==> config.mk <==
export PLATFORM = sky130hd
export DESIGN_NAME = spq_cell
export DESIGN_NICKNAME = d
export VERILOG_FILES = /design/src/hdl/spq_pkg.sv /design/src/hdl/spq_cell.sv
export SDC_FILE = /design/constraint.sdc
export NUM_CORES = 1
export LEC_CHECK = 0
export BUFFER_PORTS_ARGS = -buffer_cell sky130_fd_sc_hd__buf_2
export CAP_MARGIN = 25
export CELL_PAD_IN_SITES_DETAIL_PLACEMENT = 0
export CELL_PAD_IN_SITES_GLOBAL_PLACEMENT = 2
export CORE_MARGIN = 3
export CORE_UTILIZATION = 24
export CTS_BUF_LIST = sky130_fd_sc_hd__clkbuf_16
export CTS_CLUSTER_DIAMETER = 60
export DETAILED_ROUTE_END_ITERATION = 12
export PLACE_DENSITY_LB_ADDON = 0.1
export SLEW_MARGIN = 30
export SYNTH_ARGS = -nofsm -noshare
export SYNTH_HDL_FRONTEND = slang
export SYNTH_SLANG_ARGS = --single-unit
==> constraint.sdc <==
create_clock -name clk -period 6.85 [get_ports clk]
set_input_delay 0.685 -clock clk [delete_from_list [all_inputs] [get_ports clk]]
set_output_delay 0.685 -clock clk [all_outputs]
set_load 0.01 [all_outputs]
==> src/hdl/spq_pkg.sv <==
`timescale 1ns / 1ps

package spq_pkg;

	// cells per group of the registered selection tree
	localparam int GROUP = 32;
	localparam int LOC_W = $clog2(GROUP);

	typedef enum logic [1:0] {
		REQ_INSERT      = 2'd0,
		REQ_REMOVE_HEAD = 2'd1,
		REQ_REMOVE_AT   = 2'd2,
		REQ_QUERY       = 2'd3
	} req_e_t;

	typedef enum logic [1:0] {
		ST_OK    = 2'd0,
		ST_FULL  = 2'd1,
		ST_EMPTY = 2'd2,
		ST_RANGE = 2'd3
	} status_e_t;

	typedef enum logic [2:0] {
		S_IDLE   = 3'b001,
		S_GATHER = 3'b010,
		S_FINISH = 3'b100
	} state_t;

	typedef struct packed {
		logic [15:0] id;
		logic [7:0]  pri;
	} entry_t;

	typedef struct packed {
		req_e_t      req_type;
		logic [15:0] in_id;
		logic [7:0]  in_priority;
		logic [6:0]  position;
	} req_t;

	typedef struct packed {
		status_e_t   status;
		logic        out_valid;
		logic [15:0] out_id;
		logic [7:0]  out_priority;
		logic        found;
		logic [7:0]  count;
		logic [15:0] head_id;
		logic [7:0]  head_priority;
	} rsp_t;

	// per-cycle command broadcast to every cell of the row
	typedef struct packed {
		logic        insert;
		logic        remove;
		entry_t      ins;
		logic [6:0]  pos;
		logic [15:0] qry_id;
	} cell_ctl_t;

endpackage

==> src/hdl/spq_cell.sv <==
`timescale 1ns / 1ps

module spq_cell #(
	parameter int CAPACITY = 128,
	parameter int IDX      = 0
) (
	input  logic                          clk,
	input  spq_pkg::cell_ctl_t            ctl,
	input  logic [$clog2(CAPACITY+1)-1:0] count,
	input  spq_pkg::entry_t               left_ent,
	input  logic                          left_ge,
	input  spq_pkg::entry_t               right_ent,
	output spq_pkg::entry_t               ent,
	output logic                          ge,
	output logic                          match
);

	localparam int CNT_W = $clog2(CAPACITY + 1);
	localparam int CMP_W = (CNT_W > 7) ? CNT_W : 7;

	spq_pkg::entry_t ent_q;
	logic            occ;
	logic            first;
	logic            at_or_after;

	// occupancy follows from the fill count; empty cells rank as greater than anything
	assign occ         = CNT_W'(IDX) < count;
	assign ge          = !occ || (ent_q.pri > ctl.ins.pri);
	assign first       = ge && !left_ge;
	assign at_or_after = CMP_W'(IDX) >= CMP_W'(ctl.pos);
	assign match       = occ && (ent_q.id == ctl.qry_id);
	assign ent         = ent_q;

	// take the new entry, shift right on insert, shift left on removal
	always_ff @(posedge clk) begin
		if (ctl.insert) begin
			if (first) begin
				ent_q <= ctl.ins;
			end else if (ge) begin
				ent_q <= left_ent;
			end
		end else if (ctl.remove && at_or_after) begin
			ent_q <= right_ent;
		end
	end

endmodule

==> After elaboration in Yosys (flattened, before gate mapping) <==
Cells that the tools add are included.
{ "totals": {"out_inout_bits": 26, "mem_count": 0, "latch_bits": 0, "register_bits": 24, "wordCells": 19, "ramBits": 0, "romBits": 0} }
{ "classes": {"mul": 0, "n_eq_ne": 2, "div": 0, "n_lt_le_gt_ge": 3, "n_addsub": 0, "mux": 4, "n_reduce_logical": 8, "shifts": 0, "bitwise": 0} }
{ "ops": {"columns": ["op", "count"], "rows": [
  ["$mux 24", 4],
  ["$eq 16x16->1", 1],
  ["$gt 8x8->1", 1],
  ["$lt 1x8->1 const A", 1],
  ["$ge 1x7->1 const A", 1],
  ["$logic_and 1x1->1", 3],
  ["$ne 3x2->1 const B", 1],
  ["$logic_not 1->1", 2],
  ["$reduce_and 2->1", 1],
  ["$reduce_bool 2->1", 1],
  ["$logic_or 1x1->1", 1]
]} }

==> Longest topological paths before layout <==
{ "depth": {"depth_word": 6, "mapped_depth": 8} }

==> Worst setup path before layout <==
No wires, ideal clock.
{ "synth_path": {"path_kind": "input to register", "from": "input ctl[24] (netlist bit)", "to": "register ent_q, in the netlist ent[0], enable pin", "path_stages": 8, "setup_slack_ns": 4.000, "t_arrival_ns": 2.470, "n_path_buf": 1, "t_required_ns": 6.470, "path_cell_list": "inv_1 > ha_1 > nor2b_1 > o211ai_1 > and3b_1 > o21ai_2 > buf_6 > a21o_1"} }
{ "synth_via": {"elab_chain_cells": 5} }
{ "synth_rtl": {"columns": ["element", "line", "text"], "rows": [
  ["start: declaration", "spq_cell.sv:8", "input spq_pkg::cell_ctl_t ctl,"],
  ["$gt 8x8->1 *", "spq_cell.sv:28", "assign ge = !occ || (ent_q.pri > ctl.ins.pri);"],
  ["$logic_or 1x1->1 *", "spq_cell.sv:28", null],
  ["via ge", "spq_cell.sv:14", "output logic ge,"],
  ["$logic_and 1x1->1", "spq_cell.sv:29", "assign first = ge && !left_ge;"],
  ["$ne 3x2->1 (no line) *", null, null],
  ["$reduce_and 2->1 (no line) *", null, null],
  ["end signal: assignment", "spq_cell.sv:38", "ent_q <= ctl.ins;"],
  ["end signal: assignment", "spq_cell.sv:40", "ent_q <= left_ent;"],
  ["end signal: assignment", "spq_cell.sv:43", "ent_q <= right_ent;"],
  ["end: declaration", "spq_cell.sv:21", "spq_pkg::entry_t ent_q;"]
]} }
Mark *: on every way through the listed nets, which the timed path passes. The rest lies on a longest branch.
A chain may end at the register's enable or synchronous reset.

==> Worst setup path after layout <==
{ "layout_path": {"from": "input ctl[30] (netlist bit)", "to": "output ge"} }
{ "layout_via": {"elab_chain_cells": 2} }
{ "layout_rtl": {"columns": ["element", "line"], "rows": [
  ["$gt 8x8->1", "spq_cell.sv:28"],
  ["$logic_or 1x1->1", "spq_cell.sv:28"],
  ["end: declaration", "spq_cell.sv:14"]
]} }
No other way between the ends.

==> flow_summary.json <==
{
  "setup_violations": 0,
  "fmax_ghz": 0.308,
  "hpwl_um": 4810,
  "worst_clock_skew_ns": 0.00242,
  "ctsHoldBuffers": 0,
  "syn_to_final_growth_pct": 44.4,
  "post-cts-setup-buffers": 0,
  "synth-seq-cells": 24,
  "final_antenna_net_count": 0,
  "async_flop_share": 0,
  "synth_ff_type": "edfxtp_1",
  "tns_ns": 0,
  "finalNetCount": 414,
  "synth-edff-count": 24,
  "die_area_um2": 8760,
  "gp_congestion": 0.685,
  "rsz0062_at_grt": "no",
  "wl_per_cell_um": 15.3,
  "portBuffers": 132,
  "peakVddDrop_v": 0.0000682,
  "dr.first_iter.drc_count": 37,
  "grt_max_degree": 25,
  "start_util": 0.251,
  "drive_gt1_frac": 0.478,
  "antenna_cells": 0,
  "synthTopCellsByArea": "edfxtp_1 (39%), a221o_1 (13%), nor2b_1 (6.1%)",
  "finalHoldViolCount": 0,
  "clkLatencyLatePin_ns": 0.25,
  "grt_pass1_vias": 1833,
  "netlist-cell-type-count": 33,
  "r2r_end": "ent[1]",
  "grt_pass1_wl_um": 9010,
  "critPathArrivalTime_ns": 2.56,
  "drv_slew": 0,
  "routed_wl_um": 6080,
  "grtUsageTotal": 0.133,
  "synth_top_area_frac": 0.391,
  "cts_buffer_depth": 2,
  "critPathRequiredTime_ns": 6.16,
  "synthCells": 170,
  "slew_headroom": 0.425,
  "holdCritStartpoint": "left_ent[6]",
  "cts-root-buf": "clkbuf_16",
  "antenna_found_initial": 0,
  "min_period_ns": 3.24,
  "cap_violations": 0,
  "status": "completed",
  "synth_top_cell_by_area": "edfxtp_1",
  "tritoncts": "yes",
  "hold_end": "ent[6]",
  "core-area_um2": 7330,
  "synthesis.area_um2": 1840,
  "worst_setup_path_start_kind": "input pin",
  "cts_sinks": 24,
  "crit_type": "in2out",
  "p_leak_nw": 1.18,
  "syn-mean-instance-area_um2": 10.8,
  "synthTopCellsByCount": "a221o_1 (24), edfxtp_1 (24), nor2b_1 (18)",
  "tightestPinTransition_ns": 0.863,
  "synth_fp_nets": 285,
  "ff2ff_setup_slack_ns": 3.95,
  "cp_max_fo": 19,
  "regToRegStartpoint": "ent[6]",
  "grt.overflow.total": 0,
  "via_count": 1812,
  "die_y_um": 93.6,
  "via_per_inst": 4.58,
  "largest_register_ffs": 24,
  "cts-resized-gates": 0,
  "cts_buffers": 3,
  "fin_total_pwr_mw": 0.440,
  "yosysWarningCount": 0,
  "rows": 31,
  "crit_path_end_kind": "output pin",
  "holdPathStages": 2,
  "firstDrtPassIters": 4,
  "fp.dieW_um": 93.6,
  "crit_start": "ctl[30]",
  "drc": 0,
  "powerDensity_nw_per_um2": 165,
  "ys_seq_area_frac": 0.391,
  "r2r_cells": 6,
  "top_level_ports": 133,
  "final.period_utilization": 0.473,
  "clk_pin_slew_worst_paths_ns": 0.06,
  "min_path_type": "in2reg",
  "htree_levels": 1
}
## layout by cell type (no fill, tap or decap), drive strengths merged, types with 2 or more instances in the layout
| cell type | n |
|---|---|
| and2 | 17 |
| xor2 | 4 |
| nand4 | 5 |
| a221o | 24 |
| buf | 132 |
| nor3 | 8 |
| inv | 8 |
| ha | 8 |
| nor4 | 5 |
| xnor2 | 12 |
| o21ai | 4 |
| clkbuf | 3 |
| a22o | 7 |
| nand2 | 2 |
| nor2 | 3 |
| a211oi | 3 |
| nor2b | 18 |
| edfxtp | 24 |
## critical path: stages
cell and delay [ns]:
buf_2 0.08, inv_1 0.05, ha_1 0.29, o21ai_0 0.08
nor2_1 0.18, and3b_1 0.22, o21ai_2 0.69, buf_2 0.27
## worst max-delay path by stage
stage | end | cells past startpoint
after CTS | ge | 8
after global routing | ge | 8
after global placement | ent[11] | 8
final | ge | 8
after detailed placement | ent[11] | 8
after floorplan | ent[0] | 8
## metrics by stage
stage               instances  utilization  hold WS [ns]  cell area, um^2  setup slack, ns
floorplan                 170            -         0.899             1840             4.00
global placement          393        0.351         0.987             2570             3.19
detailed placement        393        0.352         0.988             2580             3.45
CTS                       396        0.363         0.727             2660             3.57
global route              396        0.363         0.725             2660             3.37
finish                    396        0.363         0.729             2660             3.61
## layout make-up
cell class                      count  area, um^2
Clock buffer                        3        75.1
Fill cell                         755        4670
Inverter                            9        33.8
Multi-Input combinational cell    129        1040
Sequential cell                    24         721
Tap cell                           99         124
Timing Repair Buffer              132         661
## cells by family (layout without fill, tap and decap cells)
group / Yosys count / after routing / share of synthesized area
adder cells (fa/ha/maj): 8 / 8 / 0.0543
flip-flops: 24 / 24 / 0.391
AND/OR/NAND/NOR: 63 / 63 / 0.224
buffers and inverters: 17 / 144 / 0.0475
AO/OA/AOI/OAI: 42 / 42 / 0.207
XOR/XNOR: 16 / 16 / 0.0761
## power breakdown
part / leakage (nW) / switching [mW] / internal, mW
clock: 0.0370 / 0.0495 / 0.0772
sequential: 0.222 / 0.00603 / 0.178
combinational: 0.924 / 0.0656 / 0.0635
total: 1.18 / 0.121 / 0.319
## layer usage
metal	track usage	wire, um
met5	0	0
met4	0.0289	29
met3	0.0298	445
met2	0.251	3070
met1	0.151	2530
Note: power is estimated with default switching activity, not from simulation.
