File: src/hdl/spq_pkg.sv
`timescale 1ns / 1ps

package spq_pkg;

	// cells per group of the registered selection tree
	localparam int GROUP = 32;
	localparam int LOC_W = $clog2(GROUP);

	typedef enum logic [1:0] {
		REQ_INSERT      = 2'd0,
		REQ_REMOVE_HEAD = 2'd1,
		REQ_REMOVE_AT   = 2'd2,
		REQ_QUERY       = 2'd3
	} req_e_t;

	typedef enum logic [1:0] {
		ST_OK    = 2'd0,
		ST_FULL  = 2'd1,
		ST_EMPTY = 2'd2,
		ST_RANGE = 2'd3
	} status_e_t;

	typedef enum logic [2:0] {
		S_IDLE   = 3'b001,
		S_GATHER = 3'b010,
		S_FINISH = 3'b100
	} state_t;

	typedef struct packed {
		logic [15:0] id;
		logic [7:0]  pri;
	} entry_t;

	typedef struct packed {
		req_e_t      req_type;
		logic [15:0] in_id;
		logic [7:0]  in_priority;
		logic [6:0]  position;
	} req_t;

	typedef struct packed {
		status_e_t   status;
		logic        out_valid;
		logic [15:0] out_id;
		logic [7:0]  out_priority;
		logic        found;
		logic [7:0]  count;
		logic [15:0] head_id;
		logic [7:0]  head_priority;
	} rsp_t;

	// per-cycle command broadcast to every cell of the row
	typedef struct packed {
		logic        insert;
		logic        remove;
		entry_t      ins;
		logic [6:0]  pos;
		logic [15:0] qry_id;
	} cell_ctl_t;

endpackage

File: src/hdl/spq_group.sv
`timescale 1ns / 1ps

module spq_group (
	input  logic                          clk,
	input  spq_pkg::entry_t               ent [spq_pkg::GROUP],
	input  logic [spq_pkg::GROUP-1:0]     match,
	input  logic [spq_pkg::LOC_W-1:0]     sel,
	output spq_pkg::entry_t               picked_s1,
	output logic                          any_s1
);

	// register the selected entry and the match summary of this group
	always_ff @(posedge clk) begin
		picked_s1 <= ent[sel];
		any_s1    <= |match;
	end

endmodule

File: config.mk
export PLATFORM = sky130hd
export DESIGN_NAME = spq_group
export DESIGN_NICKNAME = d
export VERILOG_FILES = /design/src/hdl/spq_pkg.sv /design/src/hdl/spq_group.sv
export SDC_FILE = /design/constraint.sdc
export NUM_CORES = 1
export LEC_CHECK = 0
export BUFFER_PORTS_ARGS = -buffer_cell sky130_fd_sc_hd__clkbuf_2
export CORE_AREA = 2 2 324 326
export CTS_CLUSTER_SIZE = 30
export DETAILED_ROUTE_END_ITERATION = 12
export DIE_AREA = 0 0 326 328
export MAX_ROUTING_LAYER = met4
export SYNTH_ARGS = -nofsm -noshare
export SYNTH_HDL_FRONTEND = slang
export SYNTH_SLANG_ARGS = --single-unit
File: constraint.sdc
create_clock -name clk -period 2.45 [get_ports clk]
set_clock_uncertainty 0.15 [all_clocks]
set_input_delay 0.735 -clock clk [delete_from_list [all_inputs] [get_ports clk]]
set_output_delay 0.735 -clock clk [all_outputs]
set_load 0.005 [all_outputs]
# [Word-level counts from Yosys, hierarchy flattened]
# Cells that the tools add are included.
[classes] magnitude_cmp=1 n_mux=3 n_bitwise=1 reduce_logical=1
[ops] operator="24-bit binary-select mux with 5-bit select" count=1
[ops] operator="24-bit 2-to-1 mux" count=2
[ops] operator="32-bit OR reduction" count=1
[ops] operator="6-bit >= comparator (second input constant)" count=1
[ops] operator="5-bit NOT with 6-bit output" count=1
[word_totals] ff_bits=25 inputBits=806 output_inout_bits=25 wordCells=9

# [Longest topological paths before layout]
# Gate-level depths: netlist of run 1.
[depth] depth_word=4 ltp_mapped=8

# [Worst setup path before layout of run 1]
# Ideal clock, no wire load.
[synth_path] kind="input port to flip-flop" start="input sel[0] (netlist bit)" end="register picked_s1[10] (netlist bit)" setup_ns=0.124 arrival_time_ns=1.741 t_required_ns=2.176 setup_slack_ns=0.435 stages=7 cell_sequence="buf_4 -> buf_4 -> buf_4 -> mux2i_1 -> a21oi_1 -> a31oi_1 -> nand3_1"
[synth_via] elab_chain_len=4
[synth_rtl] element="start, declared" line_no="spq_group.sv:7" source="input logic [spq_pkg::LOC_W-1:0] sel,"
[synth_rtl] element="5-bit NOT with 6-bit output (implied by the code)" line_no="spq_group.sv:14" source="picked_s1 <= ent[sel];"
[synth_rtl] element="24-bit binary-select mux with 5-bit select" line_no="spq_group.sv:14"
[synth_rtl] element="24-bit 2-to-1 mux (implied by the code) (2 in series)" line_no="spq_group.sv:14"
[synth_rtl] element="end signal, assigned" line_no="spq_group.sv:14"
[synth_rtl] element="end, declared" line_no="spq_group.sv:8" source="output spq_pkg::entry_t picked_s1,"
# Every way passes these cells. The select of a mux whose other input is x is not followed.

# [Worst setup path after layout of run 1]
[layout_path] start="input sel[0] (netlist bit)" end="register picked_s1[6] (netlist bit)"
# Same word-level chain as after synthesis.

==> results of run 1 <==
## worst max-delay path: stages
cell and delay, ns:
buf_8 0.14, buf_4 0.16, buf_12 0.15, buf_4 0.17
buf_4 0.16, mux2i_2 0.17, a21oi_1 0.42, nand3_1 0.29
nand3_1 0.15
## sequential cells by signal (all words and copies together), names as in the netlist
signal,count
picked_s1,24
any_s1,1
## cells by family (layout without fill, tap and decap cells)
family | count (synthesis) | count (layout)
other | 0 | 10
multiplexers | 384 | 384
flip-flops | 25 | 25
buffers and inverters | 97 | 1009
AO/OA/AOI/OAI | 216 | 216
AND/OR/NAND/NOR | 187 | 187
## power by group
group | switching, mW | leakage [nW] | total [mW] | internal, mW
clock network | 0.243 | 0.0372 | 0.469 | 0.226
registers | 0.0353 | 0.211 | 0.503 | 0.468
logic | 1.35 | 7.48 | 2.64 | 1.29
## layer usage
layer  vias up  routed length [um]
met2       672               34400
met5         -                   0
li1       5355                   -
met4         0                2070
met1      5317               35000
met3        79                4290
## through the flow
step	total power [mW]	std cells	setup WS, ns	util
after floorplan	1.44	909	0.435	-
after global placement	3.09	3190	-0.623	0.137
after detailed placement	3.09	3190	-0.621	0.137
after CTS	3.66	3197	-0.0415	0.140
after global routing	3.86	3211	-0.0155	0.142
final	3.61	3211	-0.0234	0.142
## final timing paths
check,startpoint,endpoint,depth (start not counted)
max,sel[0],picked_s1[6]$_DFF_P_,9
min,match[22],any_s1$_DFF_P_,4
## cells in the mapped netlist (22+ instances only)
library cell  number
buf_2             27
nor3_1            24
dfxtp_1           25
nand3_1           72
buf_6             22
a31oi_1           24
mux2i_1          384
a22oi_1           72
a22o_1            48
a21oi_1           72
clkbuf_1          28
nand2_1           73
## layout make-up
cell class              count  area, sq um  share of cell area
diodes                     10         25.0             0.00170
multi-input cells         787         6450               0.439
well taps                1380         1730               0.117
repair buffers           1005         5910               0.402
flip-flops and latches     25          500              0.0341
clock buffers               3         75.1             0.00511
clock inverters             1         7.51            0.000511
## timing repair
item | CTS | global route
setup endpoints to repair | 19 | 21
resized for setup | 29 | 38
hold buffers | 0 | 0
hold endpoints to repair | 0 | 0
gates cloned | 1 | 2
buffers inserted | 2 | 2
pin swaps | 1 | 3
==> impl_metrics.toml, run 1 <==
[status]
status = "complete, but fails checks"
violations = "setup timing"

[yosys]
muxShareOfSynthArea = 0.527
synth-seq-cells = 25
synth_fa_ha_area_frac = 0
synth_nets = 1715
synth-xor-area-share = 0
async_flop_share = 0
synth-seq-area-share = 0.0686
ys_types = 23
synth_edf_count = 0
synth.area.top_cells = "mux2i_1 53%, a22oi_1 7.4%, dfxtp_1 6.9%"
synth_simple_gate_area_frac = 0.119
netlist_instances = 909
postSynthAreaPerCell_sq_um = 8.03
yosys.area.top_type = "mux2i_1"
ys.flop_type = "dfxtp_1"
ys_warn_count = 0
synth_compound_area_frac = 0.202
syn_area_sq_um = 7300
synth_top_area_frac = 0.527
synth_top_family_by_area = "multiplexers"

[global_route]
met3_usage = 0.0146
grt_first_pass_wirelength_um = 96800
busiest_layer = "met2"
antenna_found_initial = 21
grt_start_max_net_pins = 59
grt_util_all_layers = 0.137
use_met2 = 0.214
grt_use_met1 = 0.185
gr-total-overflow = 0
first_global_vias = 11500

[place]
gp_congestion = 0.893
hpwl_um = 68200
place_area_sq_um = 14200
io_buffers = 830

[worst_setup_path]
critPathArrivalTime_ns = 2.56
worst-endpoint-required_ns = 2.54
end_kind = "flop"
path_max_fanout = 12
critPathLaunchType = "primary input"
worstSetupPathType = "primary input to flop"

[timing]
slew_viol_final = 0
max_freq_mhz = 404
tns_ns = -0.0234
hold_slack_ns = 0.580
worst_slack_ns = -0.0234
finalCritPeriodShare = 1.01
finalSetupViolations = 1
rsz0062_at_grt = "true"
worst_slew_pin_slew_ns = 0.695
maxSlewHeadroom = 0.533
hold_viol = 0
period_needed_ns = 2.47

[routing]
dr.pass1.iters = 5
drt_iter0_drc = 724
dr_total_vias = 11400
wl_per_cell_um = 23.6
final_antenna_net_count = 0
vias_per_cell = 3.56
remaining_drc_errors = 0
wl_um = 75700

[clock_tree]
clock-root-buffer = "clkbuf_16"
h-tree-depth = 1
clk_pin_slew_worst_paths_ns = 0.10
cts_tree = "built"
clock_sinks = 25
clk_path_buf_depth = 2
numCtsBuffers = 3

[power]
powerDensity_nw_per_um2 = 246
p_leak_nw = 7.73
peakVddDrop_v = 0.000254

[floorplan]
core_area_sq_um = 103000
rows = 118
dieArea_sq_um = 107000
ios = 831
die_w_um = 326
die_h_um = 328
initial_core_util = 0.0707

[job]
drv_cap = 0

[layout]
area_growth_pct = 101
final_cell_mix = "829 x clkbuf_2, 363 x mux2i_1, 136 x buf_4"
final_area_sq_um = 14700
drive_above_1_share = 0.583
nets = 2628
final_common_cell = "clkbuf_2"
fill_cells = 11800

[min_path]
min_path_type = "primary input to flop"
Power figures use the tool's default switching activity.
==> run 2: changes to the inputs <==
clock period = 2.4 ns   (was 2.45 ns; I/O delays follow)
==> run 2 against run 1 <==
Net effect: the flow still finishes with violations (setup timing); largest power group unchanged; clock power is 6.0% higher; final area up 1.1%; routed wire length about the same; global-route usage hardly changed; hold slack worse by 0.014 ns; sequential power is 3% higher; utilization rose by 0.15 points; sequential cell count unchanged; power is 3.3% higher; via count up 0.18%; clock-buffer cell count did not move.
==> impl_metrics.toml, run 2 (same netlist as run 1, synthesis figures left out) <==
[floorplan]
die_w_um = 326
rows = 118
core_area_sq_um = 103000
dieArea_sq_um = 107000
die_h_um = 328
ios = 831
initial_core_util = 0.0707

[status]
status = "complete, but fails checks"
violations = "setup timing"

[worst_setup_path]
crit_chain = "buf_8, buf_12, buf_12, buf_16, mux2i_4, buf_4, a22oi_1, nand3_1, nand3_1"
worst-path-buf-inv = 5
worst-endpoint-required_ns = 2.51
critPathArrivalTime_ns = 2.58
end_kind = "flop"
worstSetupPathType = "primary input to flop"
critPathLaunchType = "primary input"
path_max_fanout = 15
max_stage_delay_ns = 0.52
slowest_stage = "a22oi_1"
path_delay_family = "buffers and inverters"

[clock_tree]
cts_tree = "built"
h-tree-depth = 1
numCtsBuffers = 3
clk_pin_slew_worst_paths_ns = 0.10
clock-root-buffer = "clkbuf_16"
clock_sinks = 25
clk_path_buf_depth = 2
ctsHoldBuffers = 0

[place]
io_buffers = 830
place_ws_ns = -0.748
gp_congestion = 0.892
hpwl_um = 68200
place_area_sq_um = 14200

[layout]
drive_above_1_share = 0.588
final_area_sq_um = 14900
final_common_cell = "clkbuf_2"
largest_reg_flops = 24
area_growth_pct = 104
final_cell_mix = "829 x clkbuf_2, 363 x mux2i_1, 146 x buf_4"
reg_top3 = "picked_s1: 24 flops, any_s1: 1 flops"
regMostFlops = "picked_s1"
fill_cells = 11800
nets = 2640

[timing]
worst_slack_ns = -0.0727
period_needed_ns = 2.47
tns_ns = -0.0970
max_freq_mhz = 404
maxSlewHeadroom = 0.356
slew_viol_final = 0
worst_slew_pin_slew_ns = 0.959
hold_viol = 0
finalCritPeriodShare = 1.03
finalSetupViolations = 2
rsz0062_at_grt = "true"

[global_route]
gr-total-overflow = 0
grt_util_all_layers = 0.137
grt_first_pass_wirelength_um = 97000
antenna_found_initial = 27
grt_start_max_net_pins = 59
first_global_vias = 11600

[power]
peakVddDrop_v = 0.000264
p_leak_nw = 7.81
p_total_mw = 3.73
powerDensity_nw_per_um2 = 251

[routing]
remaining_drc_errors = 0
dr_total_vias = 11400
wl_um = 75800
dr.pass1.iters = 5
wl_per_cell_um = 23.5
vias_per_cell = 3.55
final_antenna_net_count = 0
drt_iter0_drc = 609

[job]
drv_cap = 0

[min_path]
min_path_type = "primary input to flop"
-- run 2: cell types whose count changed in the layout (fill, tap and decap cells not counted), moves of 2 or more --
cell and delta:
a31oi_1 -3, a31oi_2 +2, buf_4 +10, a22o_1 -3
clkbuf_16 -2, buf_12 +3, a22o_2 +2, diode_2 +5
-- run 2: routing by layer --
layer | up-vias | share of wire | global-route usage | wire length (um)
li1 | 5382 | - | - | -
met1 | 5407 | 0.47 | 0.183 | 35600
met2 | 581 | 0.46 | 0.219 | 34700
met3 | 74 | 0.048 | 0.0173 | 3610
met4 | 0 | 0.025 | 0.0317 | 1870
met5 | - | 0 | - | 0
-- run 2: metrics by stage --
stage	cells	hold WS, ns	utilization
after detailed placement	3193	0.892	0.137
after global routing	3227	0.562	0.144
final	3228	0.566	0.144
after floorplan	909	0.755	-
after CTS	3204	0.548	0.142
after global placement	3193	0.890	0.137
-- run 2: power breakdown --
group	switching [mW]	total [mW]	internal (mW)
Combinational	1.37	2.71	1.34
Clock	0.266	0.497	0.231
Sequential	0.0396	0.518	0.478
Total	1.68	3.73	2.05
-- run 2: timing repair --
action,CTS,global route
setup endpoints to repair,21,21
pin swaps,2,5
resized for setup,46,32
endpoints found under the hold margin,0,0
cloned,3,0
buffers inserted,4,9
-- run 2: worst paths after layout --
path	depth (start not counted)	slack (ns)	startpoint	end
max	9	-0.07	sel[0]	picked_s1[14]$_DFF_P_
min	4	0.57	match[17]	any_s1$_DFF_P_
-- run 2: final cells by class --
cell class                 count  area, sq um  share of cell area
timing repair buffer        1017         6030               0.406
clock inverter                 1         7.51            0.000505
clock buffer                   3         75.1             0.00505
sequential                    25          500              0.0337
antenna                       15         37.5             0.00253
tap                         1380         1730               0.116
multi-input combinational    787         6480               0.436
==> run 3: changes to the inputs <==
MAX_ROUTING_LAYER = not set   (was met4)
==> run 3 against run 2 <==
Net effect: the run now ends clean; non-clock buffer count is 9 lower; combinational power about the same; clock-buffer cell count is the same; clock power about the same; global-route usage is 0.27 points lower; utilization is essentially flat; routed wire length is 2.0% higher; cell count decreased by 0.34%.
==> impl_metrics.toml, run 3 (same netlist as run 1, synthesis figures left out) <==
[clock_tree]
numCtsBuffers = 3
cts_tree = "built"
clock-root-buffer = "clkbuf_16"
h-tree-depth = 1
clk_pin_slew_worst_paths_ns = 0.10
clock_sinks = 25
clk_path_buf_depth = 2

[layout]
final_cell_mix = "829 x clkbuf_2, 367 x mux2i_1, 135 x buf_4"
nets = 2631
area_growth_pct = 104
drive_above_1_share = 0.584
regMostFlops = "picked_s1"
final_common_cell = "clkbuf_2"
fill_cells = 11800
final_area_sq_um = 14900
largest_reg_flops = 24
reg_top3 = "picked_s1: 24 flops, any_s1: 1 flops"
final_core_util = 0.144

[timing]
slew_viol_final = 0
hold_viol = 0
finalCritPeriodShare = 1.00
period_needed_ns = 2.40
max_freq_mhz = 417
maxSlewHeadroom = 0.263
worst_slack_ns = 0.000142
tns_ns = 0
worst_slew_pin_slew_ns = 1.10
finalSetupViolations = 0

[worst_setup_path]
critPathLaunch = "sel[1]"
slowest_stage = "nor2_4"
end_kind = "flop"
critPathArrivalTime_ns = 2.43
crit_path_frequent_cell = "nand3_1"
crit_chain = "clkbuf_2, nor2_4, buf_6, buf_12, a22oi_1, nand3_1, nand3_1"
critPathLaunchType = "primary input"
path_max_fanout = 19
worstSetupPathType = "primary input to flop"
max_stage_delay_ns = 0.35
worst-endpoint-required_ns = 2.43

[min_path]
hp-start = "match[22]"
hold_path_depth = 4
min_path_type = "primary input to flop"

[floorplan]
ios = 831
core_area_sq_um = 103000
rows = 118
dieArea_sq_um = 107000
initial_core_util = 0.0707
die_h_um = 328
die_w_um = 326

[place]
gp_congestion = 0.884
place_ws_ns = -0.734
io_buffers = 830
place_area_sq_um = 14100
hpwl_um = 68800

[power]
seq_power_share = 0.138
powerDensity_nw_per_um2 = 252
power_frac_comb = 0.728
p_total_mw = 3.74
p_leak_nw = 7.80
power.internal_mw = 2.05
power_switching_mw = 1.69
peakVddDrop_v = 0.000209
clkPwrFrac = 0.134
swShare = 0.452

[routing]
drt_iter0_drc = 617
highest_layer = "met5"
wl_per_cell_um = 24.0
dr_wl_met3_um = 4120
dr_total_vias = 11400
vias_per_cell = 3.54
met2_length_um = 36100
dr.pass1.iters = 5
wl_met1_um = 35400
final_antenna_net_count = 0
wl_um = 77200
remaining_drc_errors = 0

[global_route]
antenna_found_initial = 35
first_global_vias = 11500
gr-total-overflow = 0
grt_util_all_layers = 0.134
grt_start_max_net_pins = 59
grt_first_pass_wirelength_um = 97600

[job]
drv_cap = 0

[status]
status = "finished clean"
==> run 3: changes by cell type in the layout (fill, tap and decap cells not counted), sizes merged <==
cell,change
buf,-14
bufbuf,-1
clkbuf,+6
clkinv,+1
clkinvlp,-1
diode,-2
==> run 3: worst max-delay path: cells and delay by family <==
| kind | cells | cell delay (ns) |
|---|---|---|
| buffers and inverters | 3 | 0.66 |
| AO/OA/AOI/OAI | 1 | 0.12 |
| AND/OR/NAND/NOR | 3 | 0.85 |
==> run 3: path summary, 6_finish.rpt <==
check / end / slack, ns
worst min-delay path: any_s1$_DFF_P_ / 0.56
worst max-delay path: picked_s1[17]$_DFF_P_ / 0.0001
==> run 3: final cells by class <==
type,instances,area [sq um],area share
antenna,13,32.5,0.00219
clock buffer,3,75.1,0.00505
clock inverter,1,5.00,0.000337
multi-input combinational,787,6480,0.436
sequential,25,500,0.0337
tap,1380,1730,0.116
timing repair buffer,1008,6040,0.407
==> run 3: routing by layer <==
metal,up-vias,track usage
li1,5357,-
met1,5349,0.184
met2,585,0.222
met3,85,0.0210
met4,20,0.0262
met5,-,0
==> run 3: stage by stage <==
| step | hold slack [ns] | std cells |
|---|---|---|
| after floorplan | 0.755 | 909 |
| after global placement | 0.888 | 3186 |
| after detailed placement | 0.886 | 3186 |
| after CTS | 0.530 | 3191 |
| after global routing | 0.552 | 3216 |
| final | 0.564 | 3217 |
==> run 3: repair_timing <==
| action | 4_1_cts | 5_1_grt |
|---|---|---|
| buffers inserted | 0 | 7 |
| gates cloned | 1 | 6 |
| hold endpoints to repair | 0 | 0 |
| hold buffers | 0 | 0 |
| resized for setup | 56 | 23 |
| endpoints found under the setup margin | 20 | 20 |
| pin swaps | 2 | 0 |
==> run 3: power groups by stage <==
stage               Clock, mW  Combinational [mW]  Sequential, mW
finish                  0.500                2.72           0.516
floorplan                   0               0.963           0.511
global placement            0                2.62           0.530
detailed placement          0                2.62           0.528
global route            0.559                2.92           0.523
CTS                     0.573                2.70           0.520
